### config.mk
export PLATFORM = sky130hd
export DESIGN_NAME = park_maneuver_sequencer
export DESIGN_NICKNAME = d
export VERILOG_FILES = /design/src/pms_pkg.sv /design/src/park_maneuver_sequencer.sv /design/src/pms_cfg_regs.sv /design/src/pms_step.sv
export SDC_FILE = /design/constraint.sdc
export NUM_CORES = 1
export LEC_CHECK = 0
export BUFFER_PORTS_ARGS = -buffer_cell sky130_fd_sc_hd__buf_2
export CAP_MARGIN = 20
export CORE_MARGIN = 2
export CORE_UTILIZATION = 40
export DETAILED_ROUTE_END_ITERATION = 16
export PLACE_DENSITY = 0.6
export SLEW_MARGIN = 5
export SYNTH_ARGS = -nofsm -noshare
export SYNTH_HDL_FRONTEND = slang
export SYNTH_SLANG_ARGS = --single-unit
### constraint.sdc
create_clock -name clk -period 7 [get_ports clk]
set_input_delay 1.4 -clock clk [delete_from_list [all_inputs] [get_ports clk]]
set_output_delay 1.4 -clock clk [all_outputs]
set_load 0.01 [all_outputs]
### src/pms_pkg.sv
package pms_pkg;

  // configuration register indexes
  localparam logic [2:0] REG_MAX_SPEED      = 3'd0;
  localparam logic [2:0] REG_MIN_GAP        = 3'd1;
  localparam logic [2:0] REG_DEBOUNCE       = 3'd2;
  localparam logic [2:0] REG_REVERSE_RIGHT  = 3'd3;
  localparam logic [2:0] REG_STRAIGHTEN     = 3'd4;
  localparam logic [2:0] REG_REVERSE_LEFT   = 3'd5;
  localparam logic [2:0] REG_SCAN_PROMPT    = 3'd6;
  localparam logic [2:0] REG_ALIGN_PROMPT   = 3'd7;

  localparam int CFG_INDEX_W = 3;
  localparam int CFG_DATA_W  = 16;

  // register reset values
  localparam logic [15:0] RST_MAX_SPEED     = 16'd10;
  localparam logic [15:0] RST_MIN_GAP       = 16'd6000;
  localparam logic [7:0]  RST_DEBOUNCE      = 8'd3;
  localparam logic [7:0]  RST_REVERSE_RIGHT = 8'd50;
  localparam logic [7:0]  RST_STRAIGHTEN    = 8'd20;
  localparam logic [7:0]  RST_REVERSE_LEFT  = 8'd50;
  localparam logic [7:0]  RST_SCAN_PROMPT   = 8'd1;
  localparam logic [7:0]  RST_ALIGN_PROMPT  = 8'd2;

  // gap sensor read status
  localparam logic [1:0] GAP_STATUS_OK      = 2'd0;
  localparam logic [1:0] GAP_STATUS_NO_DATA = 2'd1;

  // diagnostic event codes
  localparam logic [1:0] EV_SENSOR_INVALID = 2'd0;
  localparam logic [1:0] EV_SPEED_UNSAFE   = 2'd1;
  localparam logic [1:0] EV_GAP_LOST       = 2'd2;

  // phase codes as reported
  localparam logic [2:0] PHASE_CODE_SCAN     = 3'd0;
  localparam logic [2:0] PHASE_CODE_RIGHT    = 3'd1;
  localparam logic [2:0] PHASE_CODE_STRAIGHT = 3'd2;
  localparam logic [2:0] PHASE_CODE_LEFT     = 3'd3;
  localparam logic [2:0] PHASE_CODE_DONE     = 3'd4;

  typedef enum logic [4:0] {
    PH_SCAN     = 5'b00001,
    PH_RIGHT    = 5'b00010,
    PH_STRAIGHT = 5'b00100,
    PH_LEFT     = 5'b01000,
    PH_DONE     = 5'b10000
  } phase_t;

  typedef struct packed {
    logic        speed_valid;
    logic [15:0] veh_speed;
    logic [1:0]  gap_read_status;
    logic        gap_found;
    logic [15:0] gap_width_mm;
  } pms_in_t;

  typedef struct packed {
    logic [7:0] drv_prompt;
    logic       event_valid;
    logic [1:0] event_code;
    logic [2:0] phase;
  } pms_out_t;

  typedef struct packed {
    logic [15:0] max_speed_kph;
    logic [15:0] min_gap_mm;
    logic [7:0]  debounce_count;
    logic [7:0]  reverse_right_ticks;
    logic [7:0]  straighten_ticks;
    logic [7:0]  reverse_left_ticks;
    logic [7:0]  scan_prompt;
    logic [7:0]  align_prompt;
  } pms_cfg_t;

  typedef struct packed {
    phase_t     phase;
    logic [7:0] phase_ticks;
    logic [7:0] gap_hits;
  } pms_state_t;

  localparam pms_state_t STATE_RESET = '{phase: PH_SCAN, phase_ticks: 8'd0, gap_hits: 8'd0};

endpackage

### src/park_maneuver_sequencer.sv
// a word is held in the input register; its result is registered into out_data when it moves on
// throughput: one word per cycle while not stalled; the state register loops through the step logic once a word
// out_ready may stay low: the input register keeps taking words until both stages are full
// reset (rst, synchronous, active high) empties both stages, returns to scanning
// with zero counts and loads the register defaults
module park_maneuver_sequencer (
  input  logic                             clk,
  input  logic                             rst,
  input  logic                             in_valid,
  output logic                             in_ready,
  input  pms_pkg::pms_in_t                 in_data,
  output logic                             out_valid,
  input  logic                             out_ready,
  output pms_pkg::pms_out_t                out_data,
  input  logic                             cfg_we,
  input  logic [pms_pkg::CFG_INDEX_W-1:0]  cfg_index,
  input  logic [pms_pkg::CFG_DATA_W-1:0]   cfg_wdata
);

  pms_pkg::pms_cfg_t   cfg;
  pms_pkg::pms_state_t state;
  pms_pkg::pms_state_t state_next;
  pms_pkg::pms_in_t    in_q;
  pms_pkg::pms_out_t   res;
  logic                in_full;
  logic                move;

  // the held word steps through when the result register is free or draining
  assign move     = in_full && (!out_valid || out_ready);
  assign in_ready = !in_full || move;

  pms_cfg_regs u_cfg (
    .clk       (clk),
    .rst       (rst),
    .cfg_we    (cfg_we),
    .cfg_index (cfg_index),
    .cfg_wdata (cfg_wdata),
    .cfg       (cfg)
  );

  pms_step u_step (
    .cfg  (cfg),
    .cur  (state),
    .word (in_q),
    .nxt  (state_next),
    .res  (res)
  );

  always_ff @(posedge clk) begin
    if (rst) begin
      in_full <= 1'b0;
    end else if (in_ready) begin
      in_full <= in_valid;
    end
  end

  always_ff @(posedge clk) begin
    if (in_valid && in_ready) begin
      in_q <= in_data;
    end
  end

  always_ff @(posedge clk) begin
    if (rst) begin
      state <= pms_pkg::STATE_RESET;
    end else if (move) begin
      state <= state_next;
    end
  end

  always_ff @(posedge clk) begin
    if (rst) begin
      out_valid <= 1'b0;
    end else if (move) begin
      out_valid <= 1'b1;
    end else if (out_ready) begin
      out_valid <= 1'b0;
    end
  end

  always_ff @(posedge clk) begin
    if (move) begin
      out_data <= res;
    end
  end

endmodule

### src/pms_cfg_regs.sv
module pms_cfg_regs (
  input  logic                             clk,
  input  logic                             rst,
  input  logic                             cfg_we,
  input  logic [pms_pkg::CFG_INDEX_W-1:0]  cfg_index,
  input  logic [pms_pkg::CFG_DATA_W-1:0]   cfg_wdata,
  output pms_pkg::pms_cfg_t                cfg
);

  always_ff @(posedge clk) begin
    if (rst) begin
      cfg.max_speed_kph       <= pms_pkg::RST_MAX_SPEED;
      cfg.min_gap_mm          <= pms_pkg::RST_MIN_GAP;
      cfg.debounce_count      <= pms_pkg::RST_DEBOUNCE;
      cfg.reverse_right_ticks <= pms_pkg::RST_REVERSE_RIGHT;
      cfg.straighten_ticks    <= pms_pkg::RST_STRAIGHTEN;
      cfg.reverse_left_ticks  <= pms_pkg::RST_REVERSE_LEFT;
      cfg.scan_prompt         <= pms_pkg::RST_SCAN_PROMPT;
      cfg.align_prompt        <= pms_pkg::RST_ALIGN_PROMPT;
    end else if (cfg_we) begin
      case (cfg_index)
        pms_pkg::REG_MAX_SPEED:     cfg.max_speed_kph       <= cfg_wdata;
        pms_pkg::REG_MIN_GAP:       cfg.min_gap_mm          <= cfg_wdata;
        pms_pkg::REG_DEBOUNCE:      cfg.debounce_count      <= cfg_wdata[7:0];
        pms_pkg::REG_REVERSE_RIGHT: cfg.reverse_right_ticks <= cfg_wdata[7:0];
        pms_pkg::REG_STRAIGHTEN:    cfg.straighten_ticks    <= cfg_wdata[7:0];
        pms_pkg::REG_REVERSE_LEFT:  cfg.reverse_left_ticks  <= cfg_wdata[7:0];
        pms_pkg::REG_SCAN_PROMPT:   cfg.scan_prompt         <= cfg_wdata[7:0];
        pms_pkg::REG_ALIGN_PROMPT:  cfg.align_prompt        <= cfg_wdata[7:0];
        default: ;
      endcase
    end
  end

endmodule

### src/pms_step.sv
module pms_step (
  input  pms_pkg::pms_cfg_t   cfg,
  input  pms_pkg::pms_state_t cur,
  input  pms_pkg::pms_in_t    word,
  output pms_pkg::pms_state_t nxt,
  output pms_pkg::pms_out_t   res
);

  logic       suitable;
  logic       speed_bad;
  logic [7:0] hits_inc;
  logic [7:0] ticks_inc;
  logic [7:0] limit;
  pms_pkg::phase_t after_phase;

  assign suitable  = word.gap_found && (word.gap_width_mm >= cfg.min_gap_mm);
  assign speed_bad = !word.speed_valid || (word.veh_speed > cfg.max_speed_kph);
  assign hits_inc  = (cur.gap_hits == 8'hFF) ? cur.gap_hits : cur.gap_hits + 8'd1;
  assign ticks_inc = cur.phase_ticks + 8'd1;

  // tick limit and follow-on phase of the timed phases
  always_comb begin
    case (cur.phase)
      pms_pkg::PH_RIGHT: begin
        limit       = cfg.reverse_right_ticks;
        after_phase = pms_pkg::PH_STRAIGHT;
      end
      pms_pkg::PH_STRAIGHT: begin
        limit       = cfg.straighten_ticks;
        after_phase = pms_pkg::PH_LEFT;
      end
      default: begin
        limit       = cfg.reverse_left_ticks;
        after_phase = pms_pkg::PH_DONE;
      end
    endcase
  end

  always_comb begin
    nxt = cur;
    res = '0;
    if (speed_bad) begin
      nxt             = pms_pkg::STATE_RESET;
      res.event_valid = 1'b1;
      res.event_code  = pms_pkg::EV_SPEED_UNSAFE;
    end else if (word.gap_read_status != pms_pkg::GAP_STATUS_OK) begin
      if (cur.phase != pms_pkg::PH_SCAN) begin
        nxt = pms_pkg::STATE_RESET;
      end
      if (word.gap_read_status == pms_pkg::GAP_STATUS_NO_DATA) begin
        res.event_valid = 1'b1;
        res.event_code  = pms_pkg::EV_SENSOR_INVALID;
      end
    end else begin
      case (cur.phase)
        pms_pkg::PH_SCAN: begin
          if (suitable) begin
            nxt.gap_hits = hits_inc;
            if (hits_inc >= cfg.debounce_count) begin
              nxt.phase       = pms_pkg::PH_RIGHT;
              nxt.phase_ticks = 8'd0;
            end
          end else begin
            nxt.gap_hits = 8'd0;
          end
        end
        pms_pkg::PH_RIGHT, pms_pkg::PH_STRAIGHT, pms_pkg::PH_LEFT: begin
          if (!suitable) begin
            nxt             = pms_pkg::STATE_RESET;
            res.event_valid = 1'b1;
            res.event_code  = pms_pkg::EV_GAP_LOST;
          end else if (ticks_inc >= limit) begin
            nxt.phase       = after_phase;
            nxt.phase_ticks = 8'd0;
          end else begin
            nxt.phase_ticks = ticks_inc;
          end
        end
        pms_pkg::PH_DONE: ;
        default: nxt = pms_pkg::STATE_RESET;
      endcase
      case (nxt.phase)
        pms_pkg::PH_SCAN: res.drv_prompt = cfg.scan_prompt;
        pms_pkg::PH_RIGHT, pms_pkg::PH_STRAIGHT, pms_pkg::PH_LEFT:
          res.drv_prompt = cfg.align_prompt;
        default: res.drv_prompt = 8'd0;
      endcase
    end
    case (nxt.phase)
      pms_pkg::PH_SCAN:     res.phase = pms_pkg::PHASE_CODE_SCAN;
      pms_pkg::PH_RIGHT:    res.phase = pms_pkg::PHASE_CODE_RIGHT;
      pms_pkg::PH_STRAIGHT: res.phase = pms_pkg::PHASE_CODE_STRAIGHT;
      pms_pkg::PH_LEFT:     res.phase = pms_pkg::PHASE_CODE_LEFT;
      pms_pkg::PH_DONE:     res.phase = pms_pkg::PHASE_CODE_DONE;
      default:              res.phase = pms_pkg::PHASE_CODE_SCAN;
    endcase
  end

endmodule

==> results of run 1 <==
[synthesized netlist by cell type (8+ instances only)]
master and number:
nor2_1 47, ha_1 50, o21ai_0 26, nand3b_1 11
edfxtp_1 50, nand4_1 13, nand2b_1 10, inv_1 50
clkbuf_1 23, nand2_1 160, a22o_1 15, nor2b_1 10
dfxtp_1 103, nand3_1 15, a211o_1 14, a21oi_1 96
nor3_1 8
[registers in the layout, indices dropped and copies added (netlist names)]
signal and flops:
u_cfg.cfg 80, in_q 36, state 21, out_data 14
in_full 1, out_valid 1
[layout make-up]
class                      count  area share
sequential                   153       0.417
multi-input combinational    569       0.412
timing repair buffer          82      0.0524
clock buffer                  19      0.0508
tap                          229      0.0335
inverter                      50      0.0220
clock inverter                13      0.0122
antenna                        1    0.000293
[power by group]
group | internal (W) | switching (W)
Sequential | 0.000946 | 0.0000116
Clock | 0.000486 | 0.000363
Combinational | 0.0000494 | 0.0000866
[routing by layer]
| layer | routed length [microns] | vias to the layer above |
|---|---|---|
| li1 | - | 2988 |
| met1 | 8550 | 2727 |
| met2 | 7640 | 134 |
| met3 | 891 | 18 |
| met4 | 224 | 2 |
| met5 | 11 | - |
[cell families after synthesis]
logic type | Yosys count | share of synthesized area
AND/OR/NAND/NOR | 308 | 0.201
AO/OA/AOI/OAI | 196 | 0.168
flip-flops | 153 | 0.479
buffers and inverters | 89 | 0.0491
adder cells (fa/ha/maj) | 50 | 0.0841
XOR/XNOR | 9 | 0.0106
multiplexers | 6 | 0.00824
[how the worst max path moves through the flow]
stage | startpoint | depth (start not counted) | endpoint
floorplan | state[16] | 14 | out_data[1]
global placement | state[18] | 14 | state[13]
detailed placement | state[19] | 13 | state[13]
CTS | state[18] | 14 | state[13]
global route | state[18] | 14 | out_data[1]
finish | state[18] | 14 | out_data[1]
[stage by stage]
stage                util  instance area [sq um]  hold WS (ns)
detailed placement  0.441                   7970         0.447
CTS                 0.471                   8510         0.455
floorplan               -                   7440         0.436
global placement    0.441                   7970         0.442
global route        0.472                   8540         0.469
finish              0.472                   8540         0.453
[critical path: stages, from the launching register on]
cell	delay, ns
dfxtp_1	0.45
nor2_1	0.08
nand2_1	0.09
nor3_1	0.05
buf_4	0.19
nor2_1	0.39
a21oi_1	0.16
ha_1	0.31
a21oi_1	0.16
o21ai_0	0.09
a21oi_1	0.65
nand2_1	0.17
o21a_1	0.21
o22ai_1	0.13
nor4b_1	0.33
==> results.yml, run 1 <==
logic_synthesis:
  synthFlopType: "dfxtp_1"
  ys_seq_area_frac: 0.479
  synth.top_cell.area_share: 0.277
  avgSynthCellArea_sq_um: 9.17
  synth-edff-count: 50
  synth_area_sq_um: 7440
  synthDistinctLibCells: 62
  yosys_warnings: 0
  postSynthCellCount: 811
  synth_nets: 921
  ys_async_sr_fraction: 0
  synth_largest_area_cell: "dfxtp_1"
  ys_ff_latch: 153
  synth_area_leaders: "dfxtp_1 (28%), edfxtp_1 (20%), ha_1 (8.4%), nand2_1 (8.1%), a21oi_1 (6.5%)"
timing:
  setup_viol: 0
  fin_crit_sh: 0.527
  final.setup.worst_slack_ns: 3.31
  period_minus_slack_ns: 3.69
  clock_skew_ns: 0.00880
  tightest_slew_ns: 1.09
  relSlewSlack: 0.268
  max_freq_mhz: 271
  rsz0062_at_grt: "no"
  report.final.slew_viol_count: 0
  final_hold_viol_count: 0
  setup_tns_ns: 0
pwr:
  total_power_w: 0.00194
  ir_worst_vdd_mv: 0.167
  power_density_nw_per_um2: 227
  leakage_nw: 3.25
setup_path:
  path_max_fanout: 11
  start_kind: "flop"
  rrSetupSlack_ns: 3.31
  reg2reg_depth: 14
  rr_startpoint: "state[18]"
  end_kind: "flop"
  required_ns: 7.20
  arrival_ns: 3.89
  crit_type: "reg2reg"
  r2r_end: "out_data[1]"
floorplan:
  die-area_sq_um: 19700
  coreArea_sq_um: 18100
  dieWidth_microns: 140
  start_util: 0.411
  rows: 49
  die_h_microns: 140
  io_pins: 76
hold_path:
  whs_path_depth: 2
  hp-start: "u_cfg.cfg[66]"
  hold_path.class: "reg2reg"
  min_to: "u_cfg.cfg[66]"
drt:
  drcViolationCount: 0
  wire_per_inst_microns: 15.5
  drtIter0Drc: 516
  antenna_left: 0
  vias_per_cell: 5.26
  wirelength_microns: 17300
  first_pass_iters: 5
  vias: 5869
clock_tree:
  clock_sinks: 153
  cts_made_buffers: 17
  post_cts_resized: 0
  clock_latency_ns: 0.43
  cts_tree: "built"
  cts-hold-fix-buffers: 0
  clk_pin_slew_ns: 0.06
  cts-root-buf: "clkbuf_16"
  cts_buffer_depth: 2
  post_cts_buffers: 0
  h-tree-depth: 4
placement:
  hpwl_microns: 12200
  dp_slack_ns: 3.33
  port_buffers: 75
  gp_congestion: 0.814
  dp_cells: 1082
outcome:
  status: "finished clean"
layout:
  finalNonFillerCells: 1116
  seq_area_sq_um: 3560
  layout-drive-gt1-share: 0.149
  nets: 983
  area_growth_pct: 14.8
  mostFrequentLayoutCells: "nand2_1 (160), dfxtp_1 (103), a21oi_1 (96), buf_2 (75)"
  mostFrequentLayoutCell: "nand2_1"
  fillCellCount: 1734
  multi_input_area_sq_um: 3510
run:
  cap_violations: 0
global_routing:
  grt.met3_usage: 0.0475
  groute.usage.overall: 0.181
  grt_max_degree: 107
  grt_pass1_wl_microns: 28100
  grt.met2_usage: 0.274
  grt_antenna_before_repair: 3
  grt-ovfl-total: 0
  top_usage_layer: "met2"
  met1_usage: 0.253
  grt_pass1_vias: 5467
Power figures use the tool's default switching activity.
==> run 2, diff against run 1 <==
Settings changed: PLACE_DENSITY 0.6 to 0.62.
Clock period 7 ns to 3.1 ns, I/O delays scaled along.
==> run 2 against run 1 <==
Net effect: global-route usage about the same; total power increased by 130%; sequential power increased by 130%; register-to-register slack got worse by 3.2 ns; first-iteration DRC count decreased by 7.4%; die area unchanged; hold slack got worse by 0.086 ns; sequential share of layout area decreased by 1.8 points; utilization increased by 2.2 points; critical path type unchanged; largest cell class is now multi-input combinational cells.
==> results.yml, run 2 (synthesis gave the netlist of run 1 again) <==
layout:
  area_growth_pct: 20.3
  mostFrequentLayoutCells: "nand2_1 (160), dfxtp_1 (98), a21oi_1 (93), buf_2 (75)"
  seq_area_sq_um: 3570
  layout-drive-gt1-share: 0.200
  multi_input_area_sq_um: 3600
  mostFrequentLayoutCell: "nand2_1"
  largest_reg_flops: 80
  top_register: "u_cfg.cfg"
  nets: 1020
  largest_registers: "u_cfg.cfg x80, in_q x36, state x21"
  fillCellCount: 1694
  fin_area_sq_um: 8950
drt:
  wire_per_inst_microns: 15.4
  vias: 6000
  wirelength_microns: 17800
  first_pass_iters: 4
  drtIter0Drc: 478
  drcViolationCount: 0
  antenna_left: 0
  vias_per_cell: 5.20
floorplan:
  dieWidth_microns: 140
  die_h_microns: 140
  rows: 49
  coreArea_sq_um: 18100
  start_util: 0.411
  die-area_sq_um: 19700
  io_pins: 76
setup_path:
  end_kind: "flop"
  arrival_ns: 3.24
  path_max_fanout: 8
  start_kind: "flop"
  reg2reg_depth: 15
  required_ns: 3.39
  crit_type: "reg2reg"
global_routing:
  grt_max_degree: 81
  grt_pass1_wl_microns: 28100
  groute.usage.overall: 0.181
  grt-ovfl-total: 0
  grt_pass1_vias: 5497
  grt_antenna_before_repair: 4
placement:
  port_buffers: 75
  hpwl_microns: 12600
  placed_area_sq_um: 8200
  gp_congestion: 0.826
clock_tree:
  clk_pin_slew_ns: 0.06
  clock_latency_ns: 0.42
  cts_tree: "built"
  cts_made_buffers: 17
  cts-root-buf: "clkbuf_16"
  cts_buffer_depth: 2
  h-tree-depth: 4
  cts-hold-fix-buffers: 0
  clock_sinks: 153
hold_path:
  hold_path.class: "in2reg"
  whs_path_depth: 1
timing:
  clock_skew_ns: 0.00752
  fin_crit_sh: 0.950
  report.final.slew_viol_count: 0
  relSlewSlack: 0.402
  period_minus_slack_ns: 2.95
  max_freq_mhz: 339
  final_hold_viol_count: 0
  tightest_slew_ns: 0.896
  setup_viol: 0
pwr:
  total_power_w: 0.00451
  power_density_nw_per_um2: 505
  ir_worst_vdd_mv: 0.409
  leakage_nw: 3.48
run:
  cap_violations: 0
outcome:
  status: "finished clean"
==> run 2: cell type report <==
type	instances	area share
Inverter	50	0.0210
Tap cell	229	0.0320
Antenna cell	1	0.000280
Timing Repair Buffer	119	0.0811
Clock buffer	18	0.0480
Clock inverter	14	0.0164
Multi-Input combinational cell	569	0.402
Sequential cell	153	0.399
==> run 2: worst max-delay path: stages (launching register included) <==
cell and delay, ns:
dfxtp_2 0.35, ha_1 0.16, nand2_1 0.10, nor2_2 0.14, buf_4 0.14, nor2_1 0.05, a21oi_2 0.15, ha_1 0.28
a21oi_1 0.16, nand2_1 0.08, a211o_1 0.30, o21ai_0 0.15, buf_4 0.15, a21oi_2 0.07, nor3_4 0.36, a22o_1 0.20
==> run 2: layer usage <==
metal / vias to the layer above / share of wire / track usage
met2: 153 / 0.45 / 0.284
met3: 19 / 0.053 / 0.0407
met5: - / 0.0013 / 0
met4: 4 / 0.012 / 0.0595
li1: 3062 / - / -
met1: 2762 / 0.48 / 0.249
==> run 2: through the flow <==
step,hold WS (ns),setup TNS (ns),cells,util,setup WS [ns]
after floorplan,0.436,0,811,-,0.127
after global placement,0.443,0,1110,0.454,0.0655
after detailed placement,0.448,0,1110,0.454,0.00872
after CTS,0.356,0,1142,0.486,0.0398
after global routing,0.354,-0.0656,1152,0.495,-0.0303
final,0.367,0,1153,0.495,0.154
==> run 2: where the power goes <==
part	switching [W]	leakage (nW)	internal (W)
Clock	0.000846	0.278	0.00119
Combinational	0.000199	1.88	0.000120
Sequential	0.0000269	1.32	0.00214
Total	0.00107	3.48	0.00344
==> run 2: repair_timing <==
item,CTS,global route
cloned,0,1
setup buffers,0,9
resized for setup,1,21
pin swaps,0,5
endpoints found under the setup margin,5,20
==> run 2: path summary, 6_finish.rpt <==
| kind | from | endpoint | slack (ns) |
|---|---|---|---|
| worst max-delay path | state[1] | out_data[7] | 0.15 |
| worst min-delay path | in_data[33] | in_q[33] | 0.37 |
| worst max register to register | state[1] | out_data[7] | 0.15 |
| worst min register to register | u_cfg.cfg[30] | u_cfg.cfg[30] | 0.45 |
==> run 3, diff against run 2 <==
Settings changed: ABC_AREA from default to 1.
==> run 3 against run 2 <==
Net effect: area after synthesis shrank 0.96%; setup slack worse by 0.023 ns; count of clock-buffer cells in the layout grew 1; non-clock buffer count decreased by 32; first-iteration DRC count shrank 24%; fmax is 0.78% lower; synthesized cell count grew 11%; cell area is 1.9% lower; utilization shrank 0.80 points.
==> results.yml, run 3 <==
drt:
  wirelength_microns: 17100
  wire_per_inst_microns: 14.0
  vias_per_cell: 4.92
  vias: 6028
  drtIter0Drc: 364
  drcViolationCount: 0
  first_pass_iters: 5
  antenna_left: 0
placement:
  placed_area_sq_um: 8000
  dp_slack_ns: 0.0598
  gp_congestion: 0.835
  port_buffers: 75
  hpwl_microns: 11900
clock_tree:
  cts_tree: "built"
  cts_made_buffers: 17
  clock_latency_ns: 0.43
  cts-hold-fix-buffers: 0
  clock_sinks: 153
  h-tree-depth: 4
  cts-root-buf: "clkbuf_16"
  clk_pin_slew_ns: 0.06
  cts_buffer_depth: 2
logic_synthesis:
  synthFlopType: "dfxtp_1"
  postSynthCellCount: 899
  synth_largest_area_cell: "dfxtp_1"
  yosysMostFrequentCell: "nand2_1"
  yosys_warnings: 0
  synthXorXnorAreaFrac: 0.0119
  synth_area_sq_um: 7370
  synth_mux_area_frac: 0
  avgSynthCellArea_sq_um: 8.19
  synth_nets: 1009
  ys_async_sr_fraction: 0
  synth-edff-count: 50
  synth-simple-area-share: 0.228
  synth_top_family_by_area: "simple AND/OR/NAND/NOR gates"
  synth_adder_area_share: 0.0849
  ys_seq_area_frac: 0.484
  synth.top_cell.area_share: 0.280
  synth_common_cells: "nand2_1 (164), nor2_1 (146), dfxtp_1 (103)"
  synth_compound_area_frac: 0.121
  ys_ff_latch: 153
  synth_area_leaders: "dfxtp_1 (28%), edfxtp_1 (20%), ha_1 (8.5%), nand2_1 (8.4%), nor2_1 (7.4%)"
  synthDistinctLibCells: 38
setup_path:
  end_kind: "flop"
  path_max_fanout: 9
  crit_path_start: "state[0]"
  reg2reg_depth: 18
  crit_type: "reg2reg"
  critPathCapture: "out_data[8]"
  path_cells: "ha_4 -> nand2_2 -> nor3_4 -> nand3_4 -> nand4_1 -> xor2_1 -> ha_1 -> nand2_1 -> nor2_2 -> nand4_1 -> nand3_2 -> nand3_2 -> nand2_2 -> clkinv_4 -> nor2_8 -> inv_6 -> nand2_1 -> a21oi_1"
  rr_startpoint: "state[0]"
  r2r_end: "out_data[8]"
  rrSetupSlack_ns: 0.13
  cpPeakStageDelay_ns: 0.37
  required_ns: 3.28
  start_kind: "flop"
  cpMaxStageDelayCell: "dfxtp_4"
  arrival_ns: 3.15
hold_path:
  hold_path.class: "in2reg"
  hp-start: "in_data[35]"
floorplan:
  coreArea_sq_um: 18000
  die-area_sq_um: 19500
  io_pins: 76
  rows: 49
  dieWidth_microns: 140
  start_util: 0.409
  die_h_microns: 140
timing:
  max_freq_mhz: 337
  final.setup.worst_slack_ns: 0.131
  report.final.slew_viol_count: 0
  period_minus_slack_ns: 2.97
  relSlewSlack: 0.533
  setup_viol: 0
  setup_tns_ns: 0
  final_hold_viol_count: 0
  tightest_slew_ns: 0.699
  clock_skew_ns: 0.00802
  fin_crit_sh: 0.958
pwr:
  power_density_nw_per_um2: 570
  ir_worst_vdd_mv: 0.399
  leakage_nw: 3.90
  total_power_w: 0.00500
global_routing:
  grt_pass1_vias: 5622
  grt_antenna_before_repair: 0
  grt-ovfl-total: 0
  groute.usage.overall: 0.176
  grt_max_degree: 46
  grt_pass1_wl_microns: 27400
outcome:
  status: "finished clean"
layout:
  fin_area_sq_um: 8770
  seq_area_sq_um: 3570
  mostFrequentLayoutCells: "nand2_1 (160), nor2_1 (145), dfxtp_1 (101), inv_1 (99), buf_2 (75)"
  largest_reg_flops: 80
  antenna_cells: 0
  mostFrequentLayoutCell: "nand2_1"
  layout-drive-gt1-share: 0.167
  fillCellCount: 1728
  top_register: "u_cfg.cfg"
  nets: 1092
  largest_registers: "u_cfg.cfg x80, in_q x36, state x21"
  postLayoutCoreUtil: 0.487
  area_growth_pct: 19.1
  multi_input_area_sq_um: 3390
run:
  cap_violations: 0
==> run 3: changes by cell type after synthesis, sizes merged, moves of 11 or more <==
cell	delta
nor2	+107
inv	+58
o21ai	+43
a21oi	-27
nand3	+26
a211o	-14
clkbuf	-13
nand2b	-12
nand2	+11
==> run 3: layer usage <==
layer / GRT usage / vias to the layer above / part of all wire
met5: 0 / - / 0
met4: 0.0484 / 0 / 0.0093
met3: 0.0482 / 15 / 0.051
met2: 0.282 / 140 / 0.46
met1: 0.234 / 2746 / 0.48
li1: - / 3127 / -
==> run 3: critical path: cells and delay by family (launching register included) <==
family                     cells  cell delay, ns
buffers and inverters          2            0.17
and+or+nand+nor               12            1.53
AOI/OAI and AO/OA              1            0.07
adders and majority gates      2            0.33
DFF                            1            0.37
xor gates and xnor gates       1            0.24
==> run 3: logic make-up after synthesis <==
kind of cell / Yosys count
adder cells (fa/ha/maj): 50
buffers and inverters: 133
AO/OA/AOI/OAI: 165
flip-flops: 153
XOR/XNOR: 10
AND/OR/NAND/NOR: 388
==> run 3: cell type report <==
| cell class | count | share of cell area |
|---|---|---|
| repair buffers | 87 | 0.0549 |
| clock inverters | 13 | 0.0218 |
| clock buffers | 19 | 0.0493 |
| well taps | 229 | 0.0327 |
| inverters | 108 | 0.0476 |
| multi-input cells | 615 | 0.387 |
| flip-flops and latches | 153 | 0.407 |
==> run 3: where the power goes <==
group,leakage (nW),internal (W),switching (W)
Combinational,2.28,0.000199,0.000365
Sequential,1.32,0.00217,0.0000524
Clock,0.295,0.00136,0.000861
Total,3.90,0.00372,0.00128
==> run 3: worst min path at each step <==
stage	end	slack, ns	cells past startpoint
floorplan	u_cfg.cfg[17]	0.43	2
CTS	in_q[29]	0.34	1
global route	in_q[23]	0.34	1
detailed placement	u_cfg.cfg[36]	0.45	2
finish	in_q[35]	0.36	1
global placement	u_cfg.cfg[37]	0.44	2
==> run 3: per-stage QoR <==
step	hold WS (ns)	instances
floorplan	0.429	899
global placement	0.441	1187
detailed placement	0.447	1187
CTS	0.344	1219
global route	0.339	1224
finish	0.361	1224
==> run 3: what timing repair did <==
| action | 4_1_cts | 5_1_grt |
|---|---|---|
| buffers inserted | 0 | 3 |
| endpoints found under the setup margin | 1 | 18 |
| gates resized for setup | 1 | 26 |
| pin swaps | 1 | 10 |
| cloned | 0 | 2 |
